**src/rtl/hsvd_pkg.sv**
```systemverilog
// hsvd_pkg: shared types and constants for the HSV dominant color detector.
// Used by the top, front and back modules and the testbench; depends on nothing.
`default_nettype none

package hsvd_pkg;

    // Field widths
    localparam int CHAN_W   = 8;
    localparam int HIT_W    = 22;
    localparam int THRESH_W = 8;

    // Counter width default and queue depth
    localparam int COUNT_BITS_DEF = 22;
    localparam int QUEUE_DEPTH    = 4;

    // Divider: quotient bits, one per pipeline stage
    localparam int DIV_STAGES = 8;
    localparam int HNUM_W     = 17;
    localparam int HDEN_W     = 9;
    localparam int SNUM_W     = 16;
    localparam int SDEN_W     = 8;

    // HSV scaling
    localparam logic [HNUM_W-1:0] HUE_SCALE  = 17'd60;
    localparam logic [SNUM_W-1:0] FULL_SCALE = 16'd255;
    localparam logic [7:0]        HUE_OFFSET = 8'd30;
    localparam logic [7:0]        HUE_WRAP   = 8'd150;

    // Color windows (inclusive); red hue starts at zero
    localparam logic [7:0] RED_H_HI   = 8'd10;
    localparam logic [7:0] GREEN_H_LO = 8'd40;
    localparam logic [7:0] GREEN_H_HI = 8'd80;
    localparam logic [7:0] BLUE_H_LO  = 8'd85;
    localparam logic [7:0] BLUE_H_HI  = 8'd135;
    localparam logic [7:0] RG_S_LO    = 8'd70;
    localparam logic [7:0] RG_V_LO    = 8'd50;
    localparam logic [7:0] BLUE_S_LO  = 8'd50;
    localparam logic [7:0] BLUE_V_LO  = 8'd40;

    localparam logic [THRESH_W-1:0] THRESH_RESET = 8'd15;

    typedef enum logic [1:0] {
        COLOR_RED   = 2'd0,
        COLOR_GREEN = 2'd1,
        COLOR_BLUE  = 2'd2,
        COLOR_NONE  = 2'd3
    } color_class_t;

    typedef struct packed {
        logic [CHAN_W-1:0] red;
        logic [CHAN_W-1:0] green;
        logic [CHAN_W-1:0] blue;
        logic              frame_end;
    } pixel_t;

    typedef struct packed {
        color_class_t     color_class;
        logic [HIT_W-1:0] red_hits;
        logic [HIT_W-1:0] green_hits;
        logic [HIT_W-1:0] blue_hits;
    } result_t;

    // Classified pixel handed from front to back
    typedef struct packed {
        logic frame_end;
        logic red;
        logic green;
        logic blue;
    } hit_t;

endpackage

`default_nettype wire

```
**src/rtl/hsv_dominant_color_detect.sv**
```systemverilog
// hsv_dominant_color_detect: top level of the dominant color detector.
// Depends on hsvd_pkg, hsvd_front, hsvd_fifo and hsvd_back.
//
//   channel   ports                       transaction
//   pixel     push, full, pixel           push && !full
//   result    pop, empty, result          pop && !empty
//   config    cfg_we, cfg_wdata           cfg_we
//
// One pixel per clock sustained unless the output stalls; the two 8-stage
// pipelined dividers of the front keep that rate. A pixel passes front stages
// A, B, the divider stages and C, then the queue, counters, decision stage and
// result register. Reset clears the counters, the queue and all valid flags and
// sets the threshold to 15. A blocked result register stalls the decision stage,
// then the queue once a frame end heads it, then the front pipeline as a whole.
`default_nettype none

module hsv_dominant_color_detect #(
    parameter int COUNT_BITS = hsvd_pkg::COUNT_BITS_DEF
) (
    input  wire logic                          clk,
    input  wire logic                          rst_n,
    input  wire logic                          push,
    output logic                               full,
    input  wire hsvd_pkg::pixel_t              pixel,
    input  wire logic                          pop,
    output logic                               empty,
    output hsvd_pkg::result_t                  result,
    input  wire logic                          cfg_we,
    input  wire logic [hsvd_pkg::THRESH_W-1:0] cfg_wdata
);

    hsvd_pkg::hit_t front_hits;
    hsvd_pkg::hit_t q_hits;
    logic           q_push, q_full, q_pop, q_empty;

    hsvd_front u_front (
        .clk    (clk),
        .rst_n  (rst_n),
        .push   (push),
        .full   (full),
        .pixel  (pixel),
        .q_push (q_push),
        .q_data (front_hits),
        .q_full (q_full)
    );

    hsvd_fifo #(
        .WIDTH ($bits(hsvd_pkg::hit_t)),
        .DEPTH (hsvd_pkg::QUEUE_DEPTH)
    ) u_fifo (
        .clk      (clk),
        .rst_n    (rst_n),
        .wr_en    (q_push),
        .wr_data  (front_hits),
        .wr_full  (q_full),
        .rd_en    (q_pop),
        .rd_data  (q_hits),
        .rd_empty (q_empty)
    );

    hsvd_back #(
        .COUNT_BITS (COUNT_BITS)
    ) u_back (
        .clk       (clk),
        .rst_n     (rst_n),
        .cfg_we    (cfg_we),
        .cfg_wdata (cfg_wdata),
        .q_empty   (q_empty),
        .q_data    (q_hits),
        .q_pop     (q_pop),
        .pop       (pop),
        .empty     (empty),
        .result    (result)
    );

endmodule

`default_nettype wire

```
**src/rtl/hsvd_div.sv**
```systemverilog
// hsvd_div: pipelined restoring divider, one quotient bit per stage.
// Uses no package items; quotient must fit in QUO_W bits.
`default_nettype none

module hsvd_div #(
    parameter int NUM_W = 17,
    parameter int DEN_W = 9,
    parameter int QUO_W = 8
) (
    input  wire logic             clk,
    input  wire logic             en,
    input  wire logic [NUM_W-1:0] num,
    input  wire logic [DEN_W-1:0] den,
    output logic      [QUO_W-1:0] quo
);

    localparam int CW = NUM_W + DEN_W + QUO_W;

    logic [NUM_W-1:0] rem_reg [QUO_W-1];
    logic [DEN_W-1:0] den_reg [QUO_W-1];
    logic [QUO_W-1:0] quo_reg [QUO_W];

    for (genvar k = 0; k < QUO_W; k++) begin : g_stage
        logic [NUM_W-1:0] rem_in;
        logic [DEN_W-1:0] den_in;
        logic [QUO_W-1:0] quo_in;
        logic [CW-1:0]    shifted;
        logic [CW-1:0]    rem_ext;
        logic             fits;

        if (k == 0) begin : g_first
            assign rem_in = num;
            assign den_in = den;
            assign quo_in = '0;
        end
        else begin : g_rest
            assign rem_in = rem_reg[k-1];
            assign den_in = den_reg[k-1];
            assign quo_in = quo_reg[k-1];
        end

        // trial subtract of the divisor at this bit weight
        assign shifted = CW'(den_in) << (QUO_W - 1 - k);
        assign rem_ext = CW'(rem_in);
        assign fits    = (rem_ext >= shifted);

        always_ff @(posedge clk)
        begin
            if (en)
            begin
                quo_reg[k] <= quo_in | (fits ? (QUO_W'(1) << (QUO_W - 1 - k)) : '0);
            end
        end

        if (k < QUO_W - 1) begin : g_carry
            always_ff @(posedge clk)
            begin
                if (en)
                begin
                    rem_reg[k] <= fits ? NUM_W'(rem_ext - shifted) : rem_in;
                    den_reg[k] <= den_in;
                end
            end
        end
    end

    assign quo = quo_reg[QUO_W-1];

endmodule

`default_nettype wire

```
**src/rtl/hsvd_front.sv**
```systemverilog
// hsvd_front: pixel intake, RGB to HSV conversion and window classification.
// Depends on hsvd_pkg and hsvd_div.
`default_nettype none

module hsvd_front (
    input  wire logic            clk,
    input  wire logic            rst_n,
    input  wire logic            push,
    output logic                 full,
    input  wire hsvd_pkg::pixel_t pixel,
    output logic                 q_push,
    output hsvd_pkg::hit_t       q_data,
    input  wire logic            q_full
);

    localparam int NS = hsvd_pkg::DIV_STAGES;

    typedef struct packed {
        logic [7:0] v;
        logic       d_zero;
        logic       frame_end;
    } side_t;

    logic adv;

    // stage A: input register
    logic             valid_a_reg;
    hsvd_pkg::pixel_t pix_a_reg;

    // stage B: max, spread, hue numerator
    logic        valid_b_reg;
    logic [7:0]  v_b_reg;
    logic [7:0]  d_b_reg;
    logic [10:0] hh_b_reg;
    logic        fe_b_reg;

    logic [7:0]  v_a;
    logic [7:0]  mn_a;
    logic [7:0]  d_a;
    logic [10:0] hh_a;

    // divider stages
    logic [NS-1:0] vld_reg;
    side_t         side_reg [NS];
    logic [7:0]    h_quo;
    logic [7:0]    s_quo;
    logic [hsvd_pkg::HNUM_W-1:0] h_num;
    logic [hsvd_pkg::HDEN_W-1:0] h_den;
    logic [hsvd_pkg::SNUM_W-1:0] s_num;
    logic [hsvd_pkg::SDEN_W-1:0] s_den;

    // stage C: classified hits
    logic           valid_c_reg;
    hsvd_pkg::hit_t hits_c_reg;
    hsvd_pkg::hit_t hits;
    logic [7:0]     hue;
    logic [7:0]     sat;
    logic [7:0]     val;

    // whole pipeline moves together unless the last stage is blocked
    assign adv  = !valid_c_reg || !q_full;
    assign full = !adv;

    always_ff @(posedge clk or negedge rst_n)
    begin
        if (!rst_n)
        begin
            valid_a_reg <= 1'b0;
            valid_b_reg <= 1'b0;
            vld_reg     <= '0;
            valid_c_reg <= 1'b0;
        end
        else if (adv)
        begin
            valid_a_reg <= push;
            valid_b_reg <= valid_a_reg;
            vld_reg     <= {vld_reg[NS-2:0], valid_b_reg};
            valid_c_reg <= vld_reg[NS-1];
        end
    end

    // max, min and sector numerator; ties go red, then green
    always_comb
    begin
        v_a  = pix_a_reg.red;
        mn_a = pix_a_reg.red;
        if (pix_a_reg.green > v_a)
        begin
            v_a = pix_a_reg.green;
        end
        if (pix_a_reg.blue > v_a)
        begin
            v_a = pix_a_reg.blue;
        end
        if (pix_a_reg.green < mn_a)
        begin
            mn_a = pix_a_reg.green;
        end
        if (pix_a_reg.blue < mn_a)
        begin
            mn_a = pix_a_reg.blue;
        end
        d_a = v_a - mn_a;
        if (v_a == pix_a_reg.red)
        begin
            hh_a = 11'(pix_a_reg.green) + 11'(d_a) - 11'(pix_a_reg.blue);
        end
        else if (v_a == pix_a_reg.green)
        begin
            hh_a = 11'(pix_a_reg.blue) + 11'(d_a) * 11'd3 - 11'(pix_a_reg.red);
        end
        else
        begin
            hh_a = 11'(pix_a_reg.red) + 11'(d_a) * 11'd5 - 11'(pix_a_reg.green);
        end
    end

    // payload registers of stages A and B
    always_ff @(posedge clk)
    begin
        if (adv)
        begin
            pix_a_reg <= pixel;
            v_b_reg   <= v_a;
            d_b_reg   <= d_a;
            hh_b_reg  <= hh_a;
            fe_b_reg  <= pix_a_reg.frame_end;
        end
    end

    // divider operands: rounded hue/2 and rounded saturation
    assign h_num = hsvd_pkg::HNUM_W'(hh_b_reg) * hsvd_pkg::HUE_SCALE
                 + hsvd_pkg::HNUM_W'(d_b_reg);
    assign h_den = {d_b_reg, 1'b0};
    assign s_num = hsvd_pkg::SNUM_W'(d_b_reg) * hsvd_pkg::FULL_SCALE
                 + hsvd_pkg::SNUM_W'(v_b_reg >> 1);
    assign s_den = v_b_reg;

    hsvd_div #(
        .NUM_W (hsvd_pkg::HNUM_W),
        .DEN_W (hsvd_pkg::HDEN_W),
        .QUO_W (NS)
    ) u_hdiv (
        .clk (clk),
        .en  (adv),
        .num (h_num),
        .den (h_den),
        .quo (h_quo)
    );

    hsvd_div #(
        .NUM_W (hsvd_pkg::SNUM_W),
        .DEN_W (hsvd_pkg::SDEN_W),
        .QUO_W (NS)
    ) u_sdiv (
        .clk (clk),
        .en  (adv),
        .num (s_num),
        .den (s_den),
        .quo (s_quo)
    );

    // sideband travels alongside the dividers
    always_ff @(posedge clk)
    begin
        if (adv)
        begin
            side_reg[0] <= '{v: v_b_reg, d_zero: (d_b_reg == 8'd0), frame_end: fe_b_reg};
            for (int i = 1; i < NS; i++)
            begin
                side_reg[i] <= side_reg[i-1];
            end
        end
    end

    // final hue rotation and window tests; no spread gives H = S = 0
    always_comb
    begin
        val = side_reg[NS-1].v;
        if (side_reg[NS-1].d_zero)
        begin
            hue = 8'd0;
            sat = 8'd0;
        end
        else
        begin
            hue = (h_quo >= hsvd_pkg::HUE_OFFSET) ? h_quo - hsvd_pkg::HUE_OFFSET
                                                  : h_quo + hsvd_pkg::HUE_WRAP;
            sat = s_quo;
        end
        hits.frame_end = side_reg[NS-1].frame_end;
        hits.red   = (hue <= hsvd_pkg::RED_H_HI)
                  && (sat >= hsvd_pkg::RG_S_LO) && (val >= hsvd_pkg::RG_V_LO);
        hits.green = (hue >= hsvd_pkg::GREEN_H_LO) && (hue <= hsvd_pkg::GREEN_H_HI)
                  && (sat >= hsvd_pkg::RG_S_LO) && (val >= hsvd_pkg::RG_V_LO);
        hits.blue  = (hue >= hsvd_pkg::BLUE_H_LO) && (hue <= hsvd_pkg::BLUE_H_HI)
                  && (sat >= hsvd_pkg::BLUE_S_LO) && (val >= hsvd_pkg::BLUE_V_LO);
    end

    always_ff @(posedge clk)
    begin
        if (adv)
        begin
            hits_c_reg <= hits;
        end
    end

    assign q_push = valid_c_reg && !q_full;
    assign q_data = hits_c_reg;

    // a blocked output stage keeps its transaction
    a_hold_blocked: assert property (@(posedge clk) disable iff (!rst_n)
        valid_c_reg && q_full |=> valid_c_reg && $stable(hits_c_reg))
        else $error("front output stage lost a blocked transaction");

endmodule

`default_nettype wire

```
**src/rtl/hsvd_fifo.sv**
```systemverilog
// hsvd_fifo: small flop-based queue between classification and counting.
// Uses no package items.
`default_nettype none

module hsvd_fifo #(
    parameter int WIDTH = 4,
    parameter int DEPTH = 4
) (
    input  wire logic             clk,
    input  wire logic             rst_n,
    input  wire logic             wr_en,
    input  wire logic [WIDTH-1:0] wr_data,
    output logic                  wr_full,
    input  wire logic             rd_en,
    output logic      [WIDTH-1:0] rd_data,
    output logic                  rd_empty
);

    localparam int PTR_W = $clog2(DEPTH);
    localparam int CNT_W = $clog2(DEPTH + 1);
    localparam logic [PTR_W-1:0] LAST = PTR_W'(DEPTH - 1);

    logic [WIDTH-1:0] mem_reg [DEPTH];
    logic [PTR_W-1:0] wr_ptr_reg, wr_ptr_next;
    logic [PTR_W-1:0] rd_ptr_reg, rd_ptr_next;
    logic [CNT_W-1:0] count_reg, count_next;
    logic             do_wr, do_rd;

    assign do_wr = wr_en && !wr_full;
    assign do_rd = rd_en && !rd_empty;

    always_comb
    begin
        wr_ptr_next = wr_ptr_reg;
        rd_ptr_next = rd_ptr_reg;
        count_next  = count_reg;
        if (do_wr)
        begin
            wr_ptr_next = (wr_ptr_reg == LAST) ? '0 : wr_ptr_reg + 1'b1;
        end
        if (do_rd)
        begin
            rd_ptr_next = (rd_ptr_reg == LAST) ? '0 : rd_ptr_reg + 1'b1;
        end
        if (do_wr && !do_rd)
        begin
            count_next = count_reg + 1'b1;
        end
        else if (do_rd && !do_wr)
        begin
            count_next = count_reg - 1'b1;
        end
    end

    always_ff @(posedge clk or negedge rst_n)
    begin
        if (!rst_n)
        begin
            wr_ptr_reg <= '0;
            rd_ptr_reg <= '0;
            count_reg  <= '0;
        end
        else
        begin
            wr_ptr_reg <= wr_ptr_next;
            rd_ptr_reg <= rd_ptr_next;
            count_reg  <= count_next;
        end
    end

    always_ff @(posedge clk)
    begin
        if (do_wr)
        begin
            mem_reg[wr_ptr_reg] <= wr_data;
        end
    end

    assign rd_data  = mem_reg[rd_ptr_reg];
    assign rd_empty = (count_reg == '0);
    assign wr_full  = (count_reg == CNT_W'(DEPTH));

    a_count_bound: assert property (@(posedge clk) disable iff (!rst_n)
        count_reg <= CNT_W'(DEPTH))
        else $error("queue count beyond depth");

    a_count_up: assert property (@(posedge clk) disable iff (!rst_n)
        do_wr && !do_rd |=> count_reg == $past(count_reg) + 1'b1)
        else $error("queue count did not follow a write");

endmodule

`default_nettype wire

```
**src/rtl/hsvd_back.sv**
```systemverilog
// hsvd_back: hit counting, end-of-frame decision and result register.
// Depends on hsvd_pkg.
`default_nettype none

module hsvd_back #(
    parameter int COUNT_BITS = hsvd_pkg::COUNT_BITS_DEF
) (
    input  wire logic                          clk,
    input  wire logic                          rst_n,
    input  wire logic                          cfg_we,
    input  wire logic [hsvd_pkg::THRESH_W-1:0] cfg_wdata,
    input  wire logic                          q_empty,
    input  wire hsvd_pkg::hit_t                q_data,
    output logic                               q_pop,
    input  wire logic                          pop,
    output logic                               empty,
    output hsvd_pkg::result_t                  result
);

    localparam int TW = hsvd_pkg::THRESH_W;
    localparam int PW = COUNT_BITS + TW;

    logic [TW-1:0] thr_reg;

    logic [COUNT_BITS-1:0] cnt_r_reg, cnt_g_reg, cnt_b_reg, cnt_p_reg;
    logic [COUNT_BITS-1:0] new_r, new_g, new_b, new_p;

    logic                  fin_valid_reg, fin_valid_next;
    logic [COUNT_BITS-1:0] fin_r_reg, fin_g_reg, fin_b_reg, fin_p_reg;

    logic                   out_valid_reg, out_valid_next;
    hsvd_pkg::result_t      res_reg;
    hsvd_pkg::color_class_t cls;

    logic out_room, out_load, fin_free, take;
    logic [PW-1:0] lim, sc_r, sc_g, sc_b;

    function automatic logic [COUNT_BITS-1:0] sat_inc(input logic [COUNT_BITS-1:0] c);
        return (c == '1) ? c : c + 1'b1;
    endfunction

    // handshake between queue, decision stage and result register
    assign out_room = !out_valid_reg || pop;
    assign out_load = fin_valid_reg && out_room;
    assign fin_free = !fin_valid_reg || out_room;
    assign take     = !q_empty && (!q_data.frame_end || fin_free);
    assign q_pop    = take;

    assign new_r = q_data.red   ? sat_inc(cnt_r_reg) : cnt_r_reg;
    assign new_g = q_data.green ? sat_inc(cnt_g_reg) : cnt_g_reg;
    assign new_b = q_data.blue  ? sat_inc(cnt_b_reg) : cnt_b_reg;
    assign new_p = sat_inc(cnt_p_reg);

    assign fin_valid_next = (fin_valid_reg && !out_load) || (take && q_data.frame_end);
    assign out_valid_next = out_load || (out_valid_reg && !pop);

    // threshold register, counters and valid flags
    always_ff @(posedge clk or negedge rst_n)
    begin
        if (!rst_n)
        begin
            thr_reg       <= hsvd_pkg::THRESH_RESET;
            cnt_r_reg     <= '0;
            cnt_g_reg     <= '0;
            cnt_b_reg     <= '0;
            cnt_p_reg     <= '0;
            fin_valid_reg <= 1'b0;
            out_valid_reg <= 1'b0;
        end
        else
        begin
            if (cfg_we)
            begin
                thr_reg <= cfg_wdata;
            end
            if (take)
            begin
                if (q_data.frame_end)
                begin
                    cnt_r_reg <= '0;
                    cnt_g_reg <= '0;
                    cnt_b_reg <= '0;
                    cnt_p_reg <= '0;
                end
                else
                begin
                    cnt_r_reg <= new_r;
                    cnt_g_reg <= new_g;
                    cnt_b_reg <= new_b;
                    cnt_p_reg <= new_p;
                end
            end
            fin_valid_reg <= fin_valid_next;
            out_valid_reg <= out_valid_next;
        end
    end

    // final counts of the frame, held for the decision
    always_ff @(posedge clk)
    begin
        if (take && q_data.frame_end)
        begin
            fin_r_reg <= new_r;
            fin_g_reg <= new_g;
            fin_b_reg <= new_b;
            fin_p_reg <= new_p;
        end
    end

    // 255*count against threshold*pixels, red first
    assign lim  = PW'(thr_reg) * PW'(fin_p_reg);
    assign sc_r = (PW'(fin_r_reg) << TW) - PW'(fin_r_reg);
    assign sc_g = (PW'(fin_g_reg) << TW) - PW'(fin_g_reg);
    assign sc_b = (PW'(fin_b_reg) << TW) - PW'(fin_b_reg);

    always_comb
    begin
        if (sc_r > lim)
        begin
            cls = hsvd_pkg::COLOR_RED;
        end
        else if (sc_g > lim)
        begin
            cls = hsvd_pkg::COLOR_GREEN;
        end
        else if (sc_b > lim)
        begin
            cls = hsvd_pkg::COLOR_BLUE;
        end
        else
        begin
            cls = hsvd_pkg::COLOR_NONE;
        end
    end

    always_ff @(posedge clk)
    begin
        if (out_load)
        begin
            res_reg.color_class <= cls;
            res_reg.red_hits    <= hsvd_pkg::HIT_W'(fin_r_reg);
            res_reg.green_hits  <= hsvd_pkg::HIT_W'(fin_g_reg);
            res_reg.blue_hits   <= hsvd_pkg::HIT_W'(fin_b_reg);
        end
    end

    assign empty  = !out_valid_reg;
    assign result = res_reg;

    a_hits_le_pixels: assert property (@(posedge clk) disable iff (!rst_n)
        cnt_r_reg <= cnt_p_reg && cnt_g_reg <= cnt_p_reg && cnt_b_reg <= cnt_p_reg)
        else $error("hit counter exceeds pixel counter");

    a_clear_on_end: assert property (@(posedge clk) disable iff (!rst_n)
        take && q_data.frame_end |=> cnt_p_reg == '0)
        else $error("counters not cleared after frame end");

    a_fin_hold: assert property (@(posedge clk) disable iff (!rst_n)
        fin_valid_reg && !out_room |=> fin_valid_reg && $stable(fin_p_reg))
        else $error("pending frame decision overwritten");

endmodule

`default_nettype wire

```
**config.mk**
```make
export PLATFORM = sky130hd
export DESIGN_NAME = hsv_dominant_color_detect
export DESIGN_NICKNAME = d
export VERILOG_FILES = /design/src/rtl/hsvd_pkg.sv /design/src/rtl/hsv_dominant_color_detect.sv /design/src/rtl/hsvd_div.sv /design/src/rtl/hsvd_front.sv /design/src/rtl/hsvd_fifo.sv /design/src/rtl/hsvd_back.sv
export SDC_FILE = /design/constraint.sdc
export NUM_CORES = 2
export LEC_CHECK = 0
export BUFFER_PORTS_ARGS = -buffer_cell sky130_fd_sc_hd__buf_2
export CELL_PAD_IN_SITES_DETAIL_PLACEMENT = 0
export CELL_PAD_IN_SITES_GLOBAL_PLACEMENT = 2
export CORE_ASPECT_RATIO = 0.75
export CORE_UTILIZATION = 35
export CTS_CLUSTER_DIAMETER = 60
export DETAILED_ROUTE_END_ITERATION = 6
export MAX_ROUTING_LAYER = met4
export PLACE_DENSITY_LB_ADDON = 0.1
export SLEW_MARGIN = 30
export SYNTH_ARGS = -nofsm -noshare
export SYNTH_HDL_FRONTEND = slang
export SYNTH_SLANG_ARGS = --single-unit
```
**constraint.sdc**
```tcl
create_clock -name clk -period 11.25 [get_ports clk]
set_input_delay 1.6875 -clock clk [delete_from_list [all_inputs] [get_ports clk]]
set_output_delay 1.6875 -clock clk [all_outputs]
set_load 0.02 [all_outputs]
```
==> impl_metrics.json <==
{
  "syn-cell-area_sq_mm": 0.0499,
  "clock_skew_ns": 0.0318,
  "synth_edf_count": 635,
  "clkSinkCount": 751,
  "required_ns": 11.81,
  "synth.distinct_cells": 83,
  "core-area_sq_mm": 0.141,
  "finalMaxSlewViolations": 0,
  "worst_slew_pin_slew_ns": 1.02,
  "grt_pass1_wl_microns": 198000,
  "rsz0062_at_grt": "false",
  "ant_nets": 0,
  "grt_usage_pct": 18.5,
  "area_growth_pct": 12.1,
  "ctsHoldBuffers": 0,
  "clock_latency_ns": 0.71,
  "dr.first_iter.drc_count": 1902,
  "grt_pass1_vias": 32500,
  "syn_nets": 5228,
  "die_area_sq_mm": 0.144,
  "synthArstFlopShare_pct": 15.4,
  "postSynthCellCount": 4510,
  "die_y_microns": 329,
  "clock_path_buffers": 3,
  "port_buffers": 107,
  "grt_overflow": 0,
  "critPathKind": "reg2reg",
  "ys_seq_area_share_pct": 44.1,
  "fp-row-count": 119,
  "utilization_pct": 39.7,
  "finalSetupViolCount": 0,
  "violations": "design-rule violations",
  "use_met3_pct": 2.81,
  "post_cts_resized": 0,
  "gp_congestion": 0.866,
  "firstDrtPassIters": 7,
  "grt_antenna_before_repair": 5,
  "viasPerCell": 4.92,
  "top_usage_layer": "met1",
  "hold_violations": 0,
  "relSlewSlack_pct": 31.6,
  "pin_count": 108,
  "met2_usage_pct": 23.8,
  "tritoncts": "built",
  "slowest_stage": "nor2_1",
  "start_util_pct": 35.4,
  "post_synth.cell_area_avg_sq_um": 11.1,
  "startpoint_type": "flop",
  "fmaxAchievable_mhz": 103,
  "post_cts_buffers": 0,
  "drc": 12,
  "largest_reg_flops": 119,
  "fp.dieW_microns": 438,
  "crit_path_frequent_cell": "ha_1",
  "drive_gt1_share_pct": 8.06,
  "synth-warning-count": 0,
  "cpPeakStageDelay_ns": 0.75,
  "status": "complete, but fails checks",
  "numCtsBuffers": 93,
  "ys_seq_elements": 751,
  "cts_root_buffer": "clkbuf_16",
  "dp_hpwl_microns": 99200,
  "met1_usage_pct": 29.6,
  "wirelength_microns": 128000,
  "grt_start_max_net_pins": 135,
  "cap_viol_max_count": 0,
  "wl_per_cell_microns": 19.3,
  "synth_flop_cell": "edfxtp_1",
  "cts.reportedPaths.clkPinSlew_ns": 0.06,
  "cts.htree.levels": 3,
  "crit_arrival_ns": 10.23,
  "cp_max_fo": 13,
  "fin_tns_setup_ns": 0,
  "post-route-period-util_pct": 85.9,
  "holdCritPathClass": "reg2reg",
  "worstSetupEndpointType": "flop",
  "num-nets-final": 5372,
  "num_vias": 32500,
  "period_minus_slack_ns": 9.66
}
[synth_stat cells (all sizes together) (7+ instances only)]
cell type | count | area (sq um)
a2111oi | 7 | 67.6
a211oi | 12 | 95.1
a21boi | 9 | 67.6
a21o | 111 | 835
a21oi | 254 | 1280
a22o | 57 | 499
a31oi | 21 | 131
a41oi | 9 | 78.8
and2 | 98 | 613
and3 | 46 | 293
and4 | 12 | 105
buf | 9 | 42.5
clkbuf | 76 | 285
dfrtp | 112 | 2800
edfxtp | 635 | 19100
fa | 217 | 4340
ha | 463 | 5790
inv | 535 | 2010
mux2 | 44 | 495
mux2i | 23 | 230
nand2 | 325 | 1220
nand2b | 61 | 382
nand3 | 82 | 410
nand3b | 9 | 67.6
nand4 | 63 | 394
nor2 | 223 | 837
nor2b | 73 | 457
nor3 | 56 | 285
nor4 | 37 | 231
o211ai | 13 | 103
o21a | 51 | 383
o21ai | 205 | 1030
o21bai | 35 | 263
o31ai | 33 | 248
or2 | 11 | 68.8
or3 | 12 | 80.1
or4 | 11 | 82.6
xnor2 | 244 | 2160
xor2 | 131 | 1150
[cell families after synthesis]
family | after synthesis | share of synthesized area [%]
compound gates | 873 | 11.2
xor+xnor | 375 | 6.63
fa+ha+maj | 681 | 20.3
buf+inv | 621 | 4.70
flops | 751 | 44.1
mux | 71 | 1.64
simple gates | 1138 | 11.4
[placed cells by master, fill, tap and decap left out, types with 131 or more instances in the layout]
cell        n
fa_1      217
o21ai_0   202
xor2_1    131
nor2_1    222
nand2_1   325
ha_1      463
inv_1     533
edfxtp_1  635
xnor2_1   239
a21oi_1   253
[metrics by stage]
| stage | setup WS, ns | instances | hold slack (ns) | instance area, sq um |
|---|---|---|---|---|
| floorplan | 0.404 | 4510 | 0.400 | 49900 |
| global placement | 1.73 | 6434 | 0.400 | 52700 |
| detailed placement | 1.64 | 6434 | 0.405 | 52700 |
| CTS | 1.55 | 6603 | 0.401 | 55900 |
| global route | 0.764 | 6603 | 0.408 | 55900 |
| finish | 1.59 | 6605 | 0.402 | 55900 |
[critical path, delay by kind of cell (launching register included)]
kind / cells / cell delay (ns)
xor+xnor: 3 / 0.80
mux: 1 / 0.39
flops: 1 / 0.41
compound gates: 14 / 2.67
simple gates: 6 / 2.03
buf+inv: 4 / 0.77
fa+ha+maj: 7 / 2.46
[metal layers]
layer / part of all wire, % / wire [microns]
met3: 3.7 / 4740
met1: 57 / 72500
met4: 1.9 / 2380
met5: 0 / 0
met2: 38 / 48000
[cell type report]
cell class              instances  area, sq um
well taps                    1875         2350
clock buffers                 104         2440
fillers                     13800        84900
repair buffers                134          768
inverters                     536         2020
diodes                          2         5.00
flip-flops and latches        751        22000
clock inverters                65          711
multi-input cells            3138        25600
[path summary, 6_finish.rpt]
kind                                                            to                                    start  cells after the start  slack (ns)
setup / recovery                    u_front.hh_b_reg[10]$_DFFE_PN_          u_front.pix_a_reg[18]$_DFFE_PN_                     35        1.59
hold / removal             u_front.u_hdiv.quo_reg[0][22]$_DFFE_PN_  u_front.u_hdiv.quo_reg[0][14]$_DFFE_PN_                      0        0.40
setup reg to reg                    u_front.hh_b_reg[10]$_DFFE_PN_          u_front.pix_a_reg[18]$_DFFE_PN_                     35        1.59
hold reg to reg            u_front.u_hdiv.quo_reg[0][22]$_DFFE_PN_  u_front.u_hdiv.quo_reg[0][14]$_DFFE_PN_                      0        0.40
max in group asynchronous          u_back.cnt_r_reg[8]$_DFFE_PN0P_                                    rst_n                      2        8.98
min in group asynchronous         u_back.cnt_p_reg[19]$_DFFE_PN0P_                                    rst_n                      1        1.01
Power is left out: the tool's default activity adds up to more than one toggle a clock period on the data nets, which glitch-free logic cannot reach.
